[src/rtl/crs_pkg.sv]
//------------------------------------------------------------------------------
// crs_pkg
// Shared constants and types for the carousel rotation selector.
//------------------------------------------------------------------------------
`default_nettype none

package crs_pkg;

	localparam int MAX_SLOTS = 8;
	localparam int SLOT_W    = 3;                  // shown_slot width
	localparam int CNT_W     = 4;                  // slot_count width
	localparam int MASK_W    = 8;                  // per-slot masks
	localparam int POS_W     = CNT_W + 1;          // walk position before reduction
	localparam int TS_W      = 32;

	localparam logic [TS_W-1:0] LIVE_INTERVAL_MS = TS_W'(1000);
	localparam logic [CNT_W-1:0] MAX_SLOTS_C     = CNT_W'(MAX_SLOTS);

	// register reset values
	localparam logic [CNT_W-1:0]  SLOT_COUNT_RST = '0;
	localparam logic [MASK_W-1:0] ENABLED_RST    = 8'hFF;
	localparam logic [MASK_W-1:0] NO_SLOT        = 8'hFF;
	localparam logic [TS_W-1:0]   DWELL_RST      = TS_W'(10000);

	// register indexes
	localparam logic [1:0] REG_SLOT_COUNT = 2'd0;
	localparam logic [1:0] REG_ENABLED    = 2'd1;
	localparam logic [1:0] REG_PRIORITY   = 2'd2;
	localparam logic [1:0] REG_DWELL      = 2'd3;

	// item modes
	localparam logic [1:0] MODE_TICK    = 2'd0;
	localparam logic [1:0] MODE_GESTURE = 2'd1;
	localparam logic [1:0] MODE_START   = 2'd2;

	// gestures
	localparam logic [2:0] G_NONE        = 3'd0;
	localparam logic [2:0] G_SWIPE_LEFT  = 3'd1;
	localparam logic [2:0] G_SWIPE_RIGHT = 3'd2;
	localparam logic [2:0] G_DOUBLE_TAP  = 3'd3;
	localparam logic [2:0] G_TAP         = 3'd4;

	typedef struct packed {
		logic              start;
		logic              backward;
		logic [SLOT_W-1:0] from;
	} walk_req_t;

	typedef struct packed {
		logic              done;
		logic [SLOT_W-1:0] target;
	} walk_rsp_t;

endpackage

`default_nettype wire

[src/rtl/crs_walker.sv]
//------------------------------------------------------------------------------
// crs_walker
// Circular search for the next usable slot, one candidate per cycle, after
// reducing the start position modulo slot_count by repeated subtraction.
//------------------------------------------------------------------------------
`default_nettype none

module crs_walker (
	input  wire                          clk,
	input  wire                          arst_n,
	input  crs_pkg::walk_req_t           req,
	input  wire  [crs_pkg::CNT_W-1:0]    slot_count,
	input  wire  [crs_pkg::MASK_W-1:0]   enabled_mask,
	input  wire  [crs_pkg::MASK_W-1:0]   priority_slot,
	input  wire  [crs_pkg::MASK_W-1:0]   has_data_mask,
	output crs_pkg::walk_rsp_t           rsp
);
	import crs_pkg::*;

	localparam logic [1:0] W_IDLE = 2'd0;
	localparam logic [1:0] W_MOD  = 2'd1;
	localparam logic [1:0] W_SCAN = 2'd2;

	logic [1:0]        state_q;
	logic [POS_W-1:0]  pos_q;
	logic [CNT_W-1:0]  step_q;
	logic [SLOT_W-1:0] from_q;
	logic              back_q;
	logic              done_q;
	logic [SLOT_W-1:0] target_q;

	logic [POS_W-1:0]  cnt_ext;
	logic [SLOT_W-1:0] cand;
	logic [SLOT_W-1:0] last;
	logic              usable;

	assign cnt_ext = {1'b0, slot_count};
	assign cand    = pos_q[SLOT_W-1:0];
	assign last    = SLOT_W'(slot_count - CNT_W'(1));
	// candidate is always below slot_count here, so only enable/priority/data matter
	assign usable  = (enabled_mask[cand] || (priority_slot == MASK_W'(cand)))
	                 && has_data_mask[cand];

	always_ff @(posedge clk or negedge arst_n) begin
		if (!arst_n) begin
			state_q <= W_IDLE;
			done_q  <= 1'b0;
		end else begin
			done_q <= (state_q == W_SCAN) && (usable || step_q == slot_count);
			case (state_q)
				W_IDLE: begin
					if (req.start) begin
						state_q <= W_MOD;
					end
				end
				W_MOD: begin
					if (pos_q < cnt_ext) begin
						state_q <= W_SCAN;
					end
				end
				W_SCAN: begin
					if (usable || step_q == slot_count) begin
						state_q <= W_IDLE;
					end
				end
				default: state_q <= W_IDLE;
			endcase
		end
	end

	always_ff @(posedge clk) begin
		case (state_q)
			W_IDLE: begin
				from_q <= req.from;
				back_q <= req.backward;
				step_q <= CNT_W'(1);
				if (req.backward) begin
					pos_q <= POS_W'({2'b0, req.from} + {cnt_ext[POS_W-2:0], 1'b0} - POS_W'(1));
				end else begin
					pos_q <= POS_W'({2'b0, req.from} + POS_W'(1));
				end
			end
			W_MOD: begin
				if (pos_q >= cnt_ext) begin
					pos_q <= pos_q - cnt_ext;
				end
			end
			W_SCAN: begin
				if (usable) begin
					target_q <= cand;
				end else if (step_q == slot_count) begin
					target_q <= from_q;
				end else begin
					step_q <= step_q + CNT_W'(1);
					if (back_q) begin
						pos_q <= (cand == '0) ? POS_W'(last) : pos_q - POS_W'(1);
					end else begin
						pos_q <= (cand == last) ? '0 : pos_q + POS_W'(1);
					end
				end
			end
			default: ;
		endcase
	end

	assign rsp.done   = done_q;
	assign rsp.target = target_q;

endmodule

`default_nettype wire

[src/rtl/carousel_rotation_selector.sv]
//------------------------------------------------------------------------------
// carousel_rotation_selector
// Chooses the display slot to show from ticks, gestures and start items.
//------------------------------------------------------------------------------
// Usage:
//  - Input channel (in_valid/in_stall) carries one item: mode, gesture, the
//    per-slot has-data mask, consume/redraw/low-power flags and now_ms.
//  - Output channel (out_valid/out_stall) returns exactly one result item per
//    input item, in order. The result sits in an output register and holds
//    while out_stall is high.
//  - Items without a slot walk pass through the execute and done steps to
//    the output register. A walk over the slots goes through a shared
//    walker: modulo reduction of the start position, then a scan of at most
//    slot_count candidate slots, then a registered handoff of the result.
//    in_stall is high from acceptance until the result is loaded, so items
//    are taken one at a time; a new item may be taken while a finished
//    result waits.
//  - A finished item waits in its last step while the output register is full
//    and stalled.
//  - Registers must be written via the APB port only while idle; not enforced.
//  - Reset clears the rotation state and loads the register reset values.
//------------------------------------------------------------------------------
`default_nettype none

module carousel_rotation_selector (
	input  wire        clk,
	input  wire        arst_n,
	// APB register port
	input  wire        psel,
	input  wire        penable,
	input  wire        pwrite,
	input  wire [3:0]  paddr,
	input  wire [31:0] pwdata,
	output logic [31:0] prdata,
	output logic       pready,
	// input items
	input  wire        in_valid,
	output logic       in_stall,
	input  wire [1:0]  mode,
	input  wire [2:0]  gesture,
	input  wire [7:0]  has_data_mask,
	input  wire        slot_consumed,
	input  wire        needs_redraw,
	input  wire        low_power,
	input  wire [31:0] now_ms,
	// result items
	output logic       out_valid,
	input  wire        out_stall,
	output logic [2:0] shown_slot,
	output logic       slot_switched,
	output logic       content_redraw,
	output logic       footer_redraw,
	output logic       held,
	output logic       live
);
	import crs_pkg::*;

	localparam logic [1:0] S_IDLE = 2'd0;
	localparam logic [1:0] S_EXEC = 2'd1;
	localparam logic [1:0] S_WALK = 2'd2;
	localparam logic [1:0] S_DONE = 2'd3;

	// configuration
	logic [CNT_W-1:0]  slot_count_q;
	logic [MASK_W-1:0] enabled_q;
	logic [MASK_W-1:0] priority_q;
	logic [TS_W-1:0]   dwell_q;

	// rotation state
	logic [SLOT_W-1:0] cur_q;
	logic              hold_q;
	logic              pwa_q;
	logic [TS_W-1:0]   since_q;
	logic [TS_W-1:0]   refresh_q;

	// latched item
	logic [1:0]        mode_q;
	logic [2:0]        gesture_q;
	logic [MASK_W-1:0] hd_q;
	logic              consumed_q;
	logic              needs_q;
	logic              lowp_q;
	logic [TS_W-1:0]   now_q;

	// result under construction
	logic              sw_q, ct_q, ft_q, live_q, wstart_q;

	logic [1:0]        state_q;
	logic              out_valid_q;

	walk_req_t         wreq;
	walk_rsp_t         wrsp;

	// ---------------- APB ----------------
	logic       wr_en;
	logic [1:0] reg_idx;
	logic [CNT_W-1:0] wr_cnt;

	assign pready  = 1'b1;
	assign wr_en   = psel && penable && pwrite && pready;
	assign reg_idx = paddr[3:2];
	assign wr_cnt  = (pwdata[CNT_W-1:0] > MAX_SLOTS_C) ? MAX_SLOTS_C : pwdata[CNT_W-1:0];

	always_comb begin
		case (reg_idx)
			REG_SLOT_COUNT: prdata = {28'b0, slot_count_q};
			REG_ENABLED:    prdata = {24'b0, enabled_q};
			REG_PRIORITY:   prdata = {24'b0, priority_q};
			REG_DWELL:      prdata = dwell_q;
			default:        prdata = '0;
		endcase
	end

	always_ff @(posedge clk or negedge arst_n) begin
		if (!arst_n) begin
			slot_count_q <= SLOT_COUNT_RST;
			enabled_q    <= ENABLED_RST;
			priority_q   <= NO_SLOT;
			dwell_q      <= DWELL_RST;
		end else if (wr_en) begin
			case (reg_idx)
				REG_SLOT_COUNT: slot_count_q <= wr_cnt;
				REG_ENABLED: begin
					if (pwdata[MASK_W-1:0] != '0) begin
						enabled_q <= pwdata[MASK_W-1:0];
					end
				end
				REG_PRIORITY: priority_q <= pwdata[MASK_W-1:0];
				REG_DWELL:    dwell_q    <= pwdata;
				default: ;
			endcase
		end
	end

	// ---------------- item decode ----------------
	logic [SLOT_W-1:0] prio_slot;
	logic              pa;
	logic              active;

	assign prio_slot = priority_q[SLOT_W-1:0];
	assign pa        = (priority_q < {4'b0, slot_count_q}) && hd_q[prio_slot];
	assign active    = (slot_count_q != '0);

	// tick evaluation
	logic              t_switch;     // priority newly active and not held
	logic              t_lost;       // priority went inactive
	logic              t_live;
	logic [TS_W-1:0]   t_since;
	logic              t_expired;

	assign t_switch  = pa && !pwa_q && !hold_q;
	assign t_lost    = !pa && pwa_q;
	assign t_live    = !lowp_q && needs_q && ((now_q - refresh_q) > LIVE_INTERVAL_MS);
	assign t_since   = t_lost ? now_q : since_q;
	assign t_expired = !hold_q && ((now_q - t_since) >= dwell_q);

	// result flags of the execute step
	logic              e_sw, e_ct, e_ft;

	always_comb begin
		e_sw = 1'b0;
		e_ct = 1'b0;
		e_ft = 1'b0;
		if (active) begin
			case (mode_q)
				MODE_TICK: begin
					if (t_switch) begin
						e_sw = 1'b1;
						e_ct = 1'b1;
					end else begin
						e_ft = (pa && !pwa_q) || t_lost;
						e_ct = t_live || (t_expired && pa && cur_q != prio_slot);
						e_sw = t_expired && pa && cur_q != prio_slot;
					end
				end
				MODE_GESTURE: begin
					if (gesture_q != G_NONE && gesture_q <= G_TAP) begin
						if (consumed_q) begin
							e_ct = 1'b1;
						end else if (gesture_q == G_DOUBLE_TAP) begin
							e_ft = 1'b1;
						end
					end
				end
				default: ;
			endcase
		end
	end

	always_comb begin
		wreq.from     = (mode_q == MODE_START) ? '0 : cur_q;
		wreq.backward = (mode_q == MODE_GESTURE) && (gesture_q == G_SWIPE_RIGHT);
		wreq.start    = 1'b0;
		if (state_q == S_EXEC && active) begin
			case (mode_q)
				MODE_TICK:
					wreq.start = !t_switch && t_expired && !pa;
				MODE_GESTURE:
					wreq.start = !consumed_q &&
					             (gesture_q == G_SWIPE_LEFT || gesture_q == G_SWIPE_RIGHT);
				MODE_START:
					wreq.start = 1'b1;
				default:
					wreq.start = 1'b0;
			endcase
		end
	end

	crs_walker u_walker (
		.clk           (clk),
		.arst_n        (arst_n),
		.req           (wreq),
		.slot_count    (slot_count_q),
		.enabled_mask  (enabled_q),
		.priority_slot (priority_q),
		.has_data_mask (hd_q),
		.rsp           (wrsp)
	);

	// ---------------- sequencer ----------------
	always_ff @(posedge clk or negedge arst_n) begin
		if (!arst_n) begin
			state_q     <= S_IDLE;
			out_valid_q <= 1'b0;
			cur_q       <= '0;
			hold_q      <= 1'b0;
			pwa_q       <= 1'b0;
			since_q     <= '0;
			refresh_q   <= '0;
		end else begin
			if (state_q == S_DONE && (!out_valid_q || !out_stall)) begin
				out_valid_q <= 1'b1;
			end else if (out_valid_q && !out_stall) begin
				out_valid_q <= 1'b0;
			end
			case (state_q)
				S_IDLE: begin
					if (in_valid) begin
						state_q <= S_EXEC;
					end
				end
				S_EXEC: begin
					state_q <= wreq.start ? S_WALK : S_DONE;
					if (active) begin
						case (mode_q)
							MODE_TICK: begin
								if (pa && !pwa_q) begin
									pwa_q <= 1'b1;
								end else if (t_lost) begin
									pwa_q <= 1'b0;
								end
								if (t_switch) begin
									cur_q   <= prio_slot;
									since_q <= now_q;
								end else begin
									if (t_live) begin
										refresh_q <= now_q;
									end
									if (t_expired && pa) begin
										cur_q   <= prio_slot;
										since_q <= now_q;
									end else begin
										since_q <= t_since;
									end
								end
							end
							MODE_GESTURE: begin
								if (consumed_q) begin
									if (gesture_q != G_NONE && gesture_q <= G_TAP) begin
										since_q <= now_q;
									end
								end else if (gesture_q == G_DOUBLE_TAP) begin
									hold_q  <= !hold_q;
									since_q <= now_q;
								end
							end
							default: ;
						endcase
					end
				end
				S_WALK: begin
					if (wrsp.done) begin
						state_q <= S_DONE;
						cur_q   <= wrsp.target;
						since_q <= now_q;
					end
				end
				S_DONE: begin
					if (!out_valid_q || !out_stall) begin
						state_q <= S_IDLE;
					end
				end
				default: state_q <= S_IDLE;
			endcase
		end
	end

	// payload: latched item, result flags and output register
	always_ff @(posedge clk) begin
		case (state_q)
			S_IDLE: begin
				if (in_valid) begin
					mode_q     <= mode;
					gesture_q  <= gesture;
					hd_q       <= has_data_mask;
					consumed_q <= slot_consumed;
					needs_q    <= needs_redraw;
					lowp_q     <= low_power;
					now_q      <= now_ms;
				end
			end
			S_EXEC: begin
				sw_q     <= e_sw;
				ct_q     <= e_ct;
				ft_q     <= e_ft;
				live_q   <= pa;
				wstart_q <= (mode_q == MODE_START);
			end
			S_WALK: begin
				if (wrsp.done) begin
					ct_q <= 1'b1;
					// a start always reshows; a step only when the slot changes
					sw_q <= wstart_q || (wrsp.target != cur_q);
				end
			end
			S_DONE: begin
				if (!out_valid_q || !out_stall) begin
					shown_slot     <= cur_q;
					slot_switched  <= sw_q;
					content_redraw <= ct_q;
					footer_redraw  <= ft_q;
					held           <= hold_q;
					live           <= live_q;
				end
			end
			default: ;
		endcase
	end

	assign in_stall  = (state_q != S_IDLE);
	assign out_valid = out_valid_q;

endmodule

`default_nettype wire

[config.mk]
export PLATFORM = sky130hd
export DESIGN_NAME = carousel_rotation_selector
export DESIGN_NICKNAME = d
export VERILOG_FILES = /design/src/rtl/crs_pkg.sv /design/src/rtl/crs_walker.sv /design/src/rtl/carousel_rotation_selector.sv
export SDC_FILE = /design/constraint.sdc
export NUM_CORES = 1
export LEC_CHECK = 0
export BUFFER_PORTS_ARGS = -buffer_cell sky130_fd_sc_hd__buf_2
export CAP_MARGIN = 20
export CELL_PAD_IN_SITES_DETAIL_PLACEMENT = 1
export CELL_PAD_IN_SITES_GLOBAL_PLACEMENT = 2
export CORE_UTILIZATION = 40
export CTS_BUF_LIST = sky130_fd_sc_hd__clkbuf_8
export DETAILED_ROUTE_END_ITERATION = 6
export GPL_ROUTABILITY_DRIVEN = 0
export PLACE_DENSITY_LB_ADDON = 0.1
export RECOVER_POWER = 50
export SYNTH_ARGS = -nofsm -noshare
export SYNTH_HDL_FRONTEND = slang
export SYNTH_SLANG_ARGS = --single-unit
export TNS_END_PERCENT = 1
[constraint.sdc]
create_clock -name clk -period 9.43 [get_ports clk]
set_input_delay 0.4715 -clock clk [delete_from_list [all_inputs] [get_ports clk]]
set_output_delay 0.4715 -clock clk [all_outputs]
set_load 0.02 [all_outputs]
==> impl_metrics.py <==
metrics = {
    "run_status": {
        "status": "finished, violations left",
        "violations": "max-capacitance violations, max-slew violations",
    },
    "timing": {
        "slew_headroom": -1.455,
        "fmax_mhz": 123.1,
        "drv_slew": 115,
        "fin_crit_ns": 8.121,
        "tns_ns": 0,
        "finalSetupViolCount": 0,
        "period_share": 0.8612,
        "hold_violations": 0,
        "rsz0062_at_grt": "no",
        "max_slew.worst_pin.slew_ns": 3.683,
        "skew_ns": 0.02695,
    },
    "clock_network": {
        "cts_resized": 0,
        "cts_root_buf": "clkbuf_8",
        "clk_pin_slew_ns": 0.06,
        "clk-insertion-delay-late_ns": 0.56,
        "htreeDepth": 2,
        "cts_hold_buf": 1,
        "tritoncts": "yes",
        "numCtsBuffers": 39,
        "clock-sinks": 204,
        "cts_setup_buffers": 0,
        "clockBufferDepth": 3,
    },
    "finish": {
        "syn_to_final_growth_pct": 12.84,
        "drive_gt1_frac": 0.1954,
        "final_cell_mix": "130 x inv_1, 119 x ha_1, 106 x dfrtp_1",
        "fin_cells": 2011,
        "final_common_cell": "inv_1",
        "diodes": 0,
        "final_area_mm2": 0.01595,
        "fin_nets": 1741,
    },
    "grt": {
        "met2_usage": 0.3946,
        "grt_use_met3": 0.02785,
        "grt.met1_usage": 0.2826,
        "grt_max_degree": 67,
        "grt_overflow": 0,
        "top_usage_layer": "met2",
        "grt_pass1_vias": 11790,
        "grtUsageTotal": 0.2224,
        "grt_first_pass_wirelength_um": 63650,
        "antenna_found_initial": 0,
    },
    "floorplan": {
        "fp.dieH_um": 190.0,
        "initial_utilization": 0.4082,
        "fp.dieArea_mm2": 0.03609,
        "die_x_um": 190.0,
        "ios": 134,
        "rows": 68,
        "core-area_mm2": 0.03463,
    },
    "detailed_routing": {
        "drc_errors": 0,
        "ant_nets": 0,
        "vias_per_cell": 5.474,
        "drt_iter0_drc": 368,
        "first_pass_iters": 5,
        "vias": 11010,
        "post_drt_wl_per_cell_um": 19.52,
        "drt_wl_total_um": 39260,
    },
    "place": {
        "numPortBuffers": 130,
        "dpl.hpwl_um": 30160,
        "numPlacedInstances": 1940,
        "post_dp_cell_area_mm2": 0.01524,
    },
    "worst_setup_path": {
        "cp-endpoint": "u_walker.state_q[0]",
        "rr_endpoint": "u_walker.state_q[0]",
        "path_class": "register to register",
        "critPathTopFamily": "compound AO/OA/AOI/OAI gates",
        "worst-r2r-setup-slack_ns": 1.31,
        "startpoint": "priority_q[1]",
        "end_kind": "register",
        "r2r_cells": 26,
        "slowest_stage": "dfstp_2",
        "cp.depth": 26,
        "arrival_ns": 8.56,
        "crit_buf_inv": 0,
        "timing.rr.start": "priority_q[1]",
        "cpPeakStageDelay_ns": 0.65,
        "worstPathRequired_ns": 9.87,
        "cp-start-kind": "register",
        "path_max_fanout": 8,
    },
    "synth": {
        "synth-edff-count": 77,
        "syn_nets": 1602,
        "syn_area_mm2": 0.01413,
        "seq_area_frac_synth": 0.3903,
        "synth_ff_type": "dfrtp_1",
        "syn_inst": 1388,
        "async_flop_share": 0.6225,
        "synth-warning-count": 0,
        "avgSynthCellArea_um2": 10.18,
        "ys_ff_latch": 204,
        "synth_cell_types": 92,
    },
    "min_path": {
        "worstHoldPathType": "input pin to register",
        "min_path_cells": 1,
    },
    "power": {
        "vdd_drop_max_mv": 0.1756,
        "p_leak_nw": 6.897,
        "p_per_area_mw_per_mm2": 367.6,
    },
    "run": {
        "max_cap_violations": 2,
    },
}
==> state kept, by name, indices dropped and copies added (netlist names), 2 cells and up <==
register	cells
dwell_q	32
now_q	32
refresh_q	32
since_q	32
enabled_q	8
hd_q	8
priority_q	8
u_walker.pos_q	5
slot_count_q	4
u_walker.step_q	4
cur_q	3
gesture_q	3
shown_slot	3
u_walker.from_q	3
u_walker.target_q	3
mode_q	2
state_q	2
u_walker.state_q	2
==> per-layer routing <==
metal / wire length, µm / share of wire
met5: 0 / 0
met1: 17610 / 0.45
met3: 1077 / 0.027
met2: 19650 / 0.50
met4: 930 / 0.024
==> synth_stat cells, drive strengths merged, types with 10 or more instances <==
cell type,count,share of area
ha,120,0.11
inv,110,0.029
dfrtp,106,0.19
nand2,97,0.026
o21ai,92,0.033
a21oi,89,0.032
mux2,87,0.076
nor2,86,0.023
edfxtp,77,0.16
xnor2,51,0.032
a21o,44,0.023
mux2i,36,0.025
clkbuf,31,0.010
xor2,24,0.015
nand3,22,0.0078
dfstp,21,0.039
nand2b,19,0.0084
nand4,17,0.0080
nor3,15,0.0053
and2,14,0.0063
o211ai,13,0.0073
o21a,13,0.0069
buf,12,0.0056
nor2b,12,0.0053
a31oi,10,0.0044
and3,10,0.0046
mux4,10,0.016
==> per-stage QoR <==
step	hold WS, ns	util	worst slack, ns	total power (W)
final	0.09105	0.4606	1.309	0.005862
after detailed placement	0.4063	0.4401	1.275	0.005027
after CTS	0.04982	0.4623	1.228	0.005948
after global placement	0.4390	0.4398	1.421	0.004924
after global routing	0.06010	0.4606	0.9829	0.006396
after floorplan	0.1759	-	1.757	0.004116
==> power by group <==
group | internal [W] | leakage (nW) | switching [W]
Sequential | 0.00129 | 2.25 | 0.000268
Clock | 0.000473 | 0.450 | 0.000398
Combinational | 0.00150 | 4.20 | 0.00193
Total | 0.00326 | 6.90 | 0.00260
==> worst reg2reg max path: stages, from the launching register on <==
cell and delay [ns]:
dfstp_2 0.65, ha_1 0.28, a21o_1 0.16, a21o_1 0.16, a2111o_1 0.46, ha_2 0.23, mux2_2 0.28, ha_1 0.21
and2_1 0.16, o31a_1 0.32, o32ai_1 0.44, a211o_1 0.26, o211a_1 0.28, a2111oi_1 0.15, o41ai_2 0.53, nand3_1 0.23
o21ai_0 0.25, xnor2_1 0.09, ha_1 0.28, and4_1 0.26, a221oi_1 0.12, o22ai_1 0.52, o21ai_0 0.23, a221oi_1 0.55
o21ai_0 0.31, a21oi_1 0.23, mux2_2 0.35
==> layout make-up <==
type / count / area (µm²)
timing repair buffer: 141 / 700.7
inverter: 110 / 412.9
clock inverter: 27 / 166.4
multi-input combinational: 1031 / 7991
fill: 3937 / 18680
clock buffer: 43 / 591.8
tap: 455 / 569.3
sequential: 204 / 5517
==> how the worst min path moves through the flow <==
stage,from,endpoint
finish,now_ms[26],now_q[26]
global route,now_ms[26],now_q[26]
CTS,now_ms[26],now_q[26]
detailed placement,live_q,live
global placement,ft_q,footer_redraw
floorplan,arst_n,cur_q[0]
==> kinds of logic after synthesis <==
family / Yosys count / share of synthesized area
and+or+nand+nor: 336 / 0.1184
buffers and inverters: 153 / 0.04524
adders and majority gates: 124 / 0.1112
other: 1 / 0.0002653
AOI/OAI and AO/OA: 362 / 0.1702
xor gates and xnor gates: 75 / 0.04648
muxes: 133 / 0.1179
DFF: 204 / 0.3903
(Power assumes the default switching activity.)
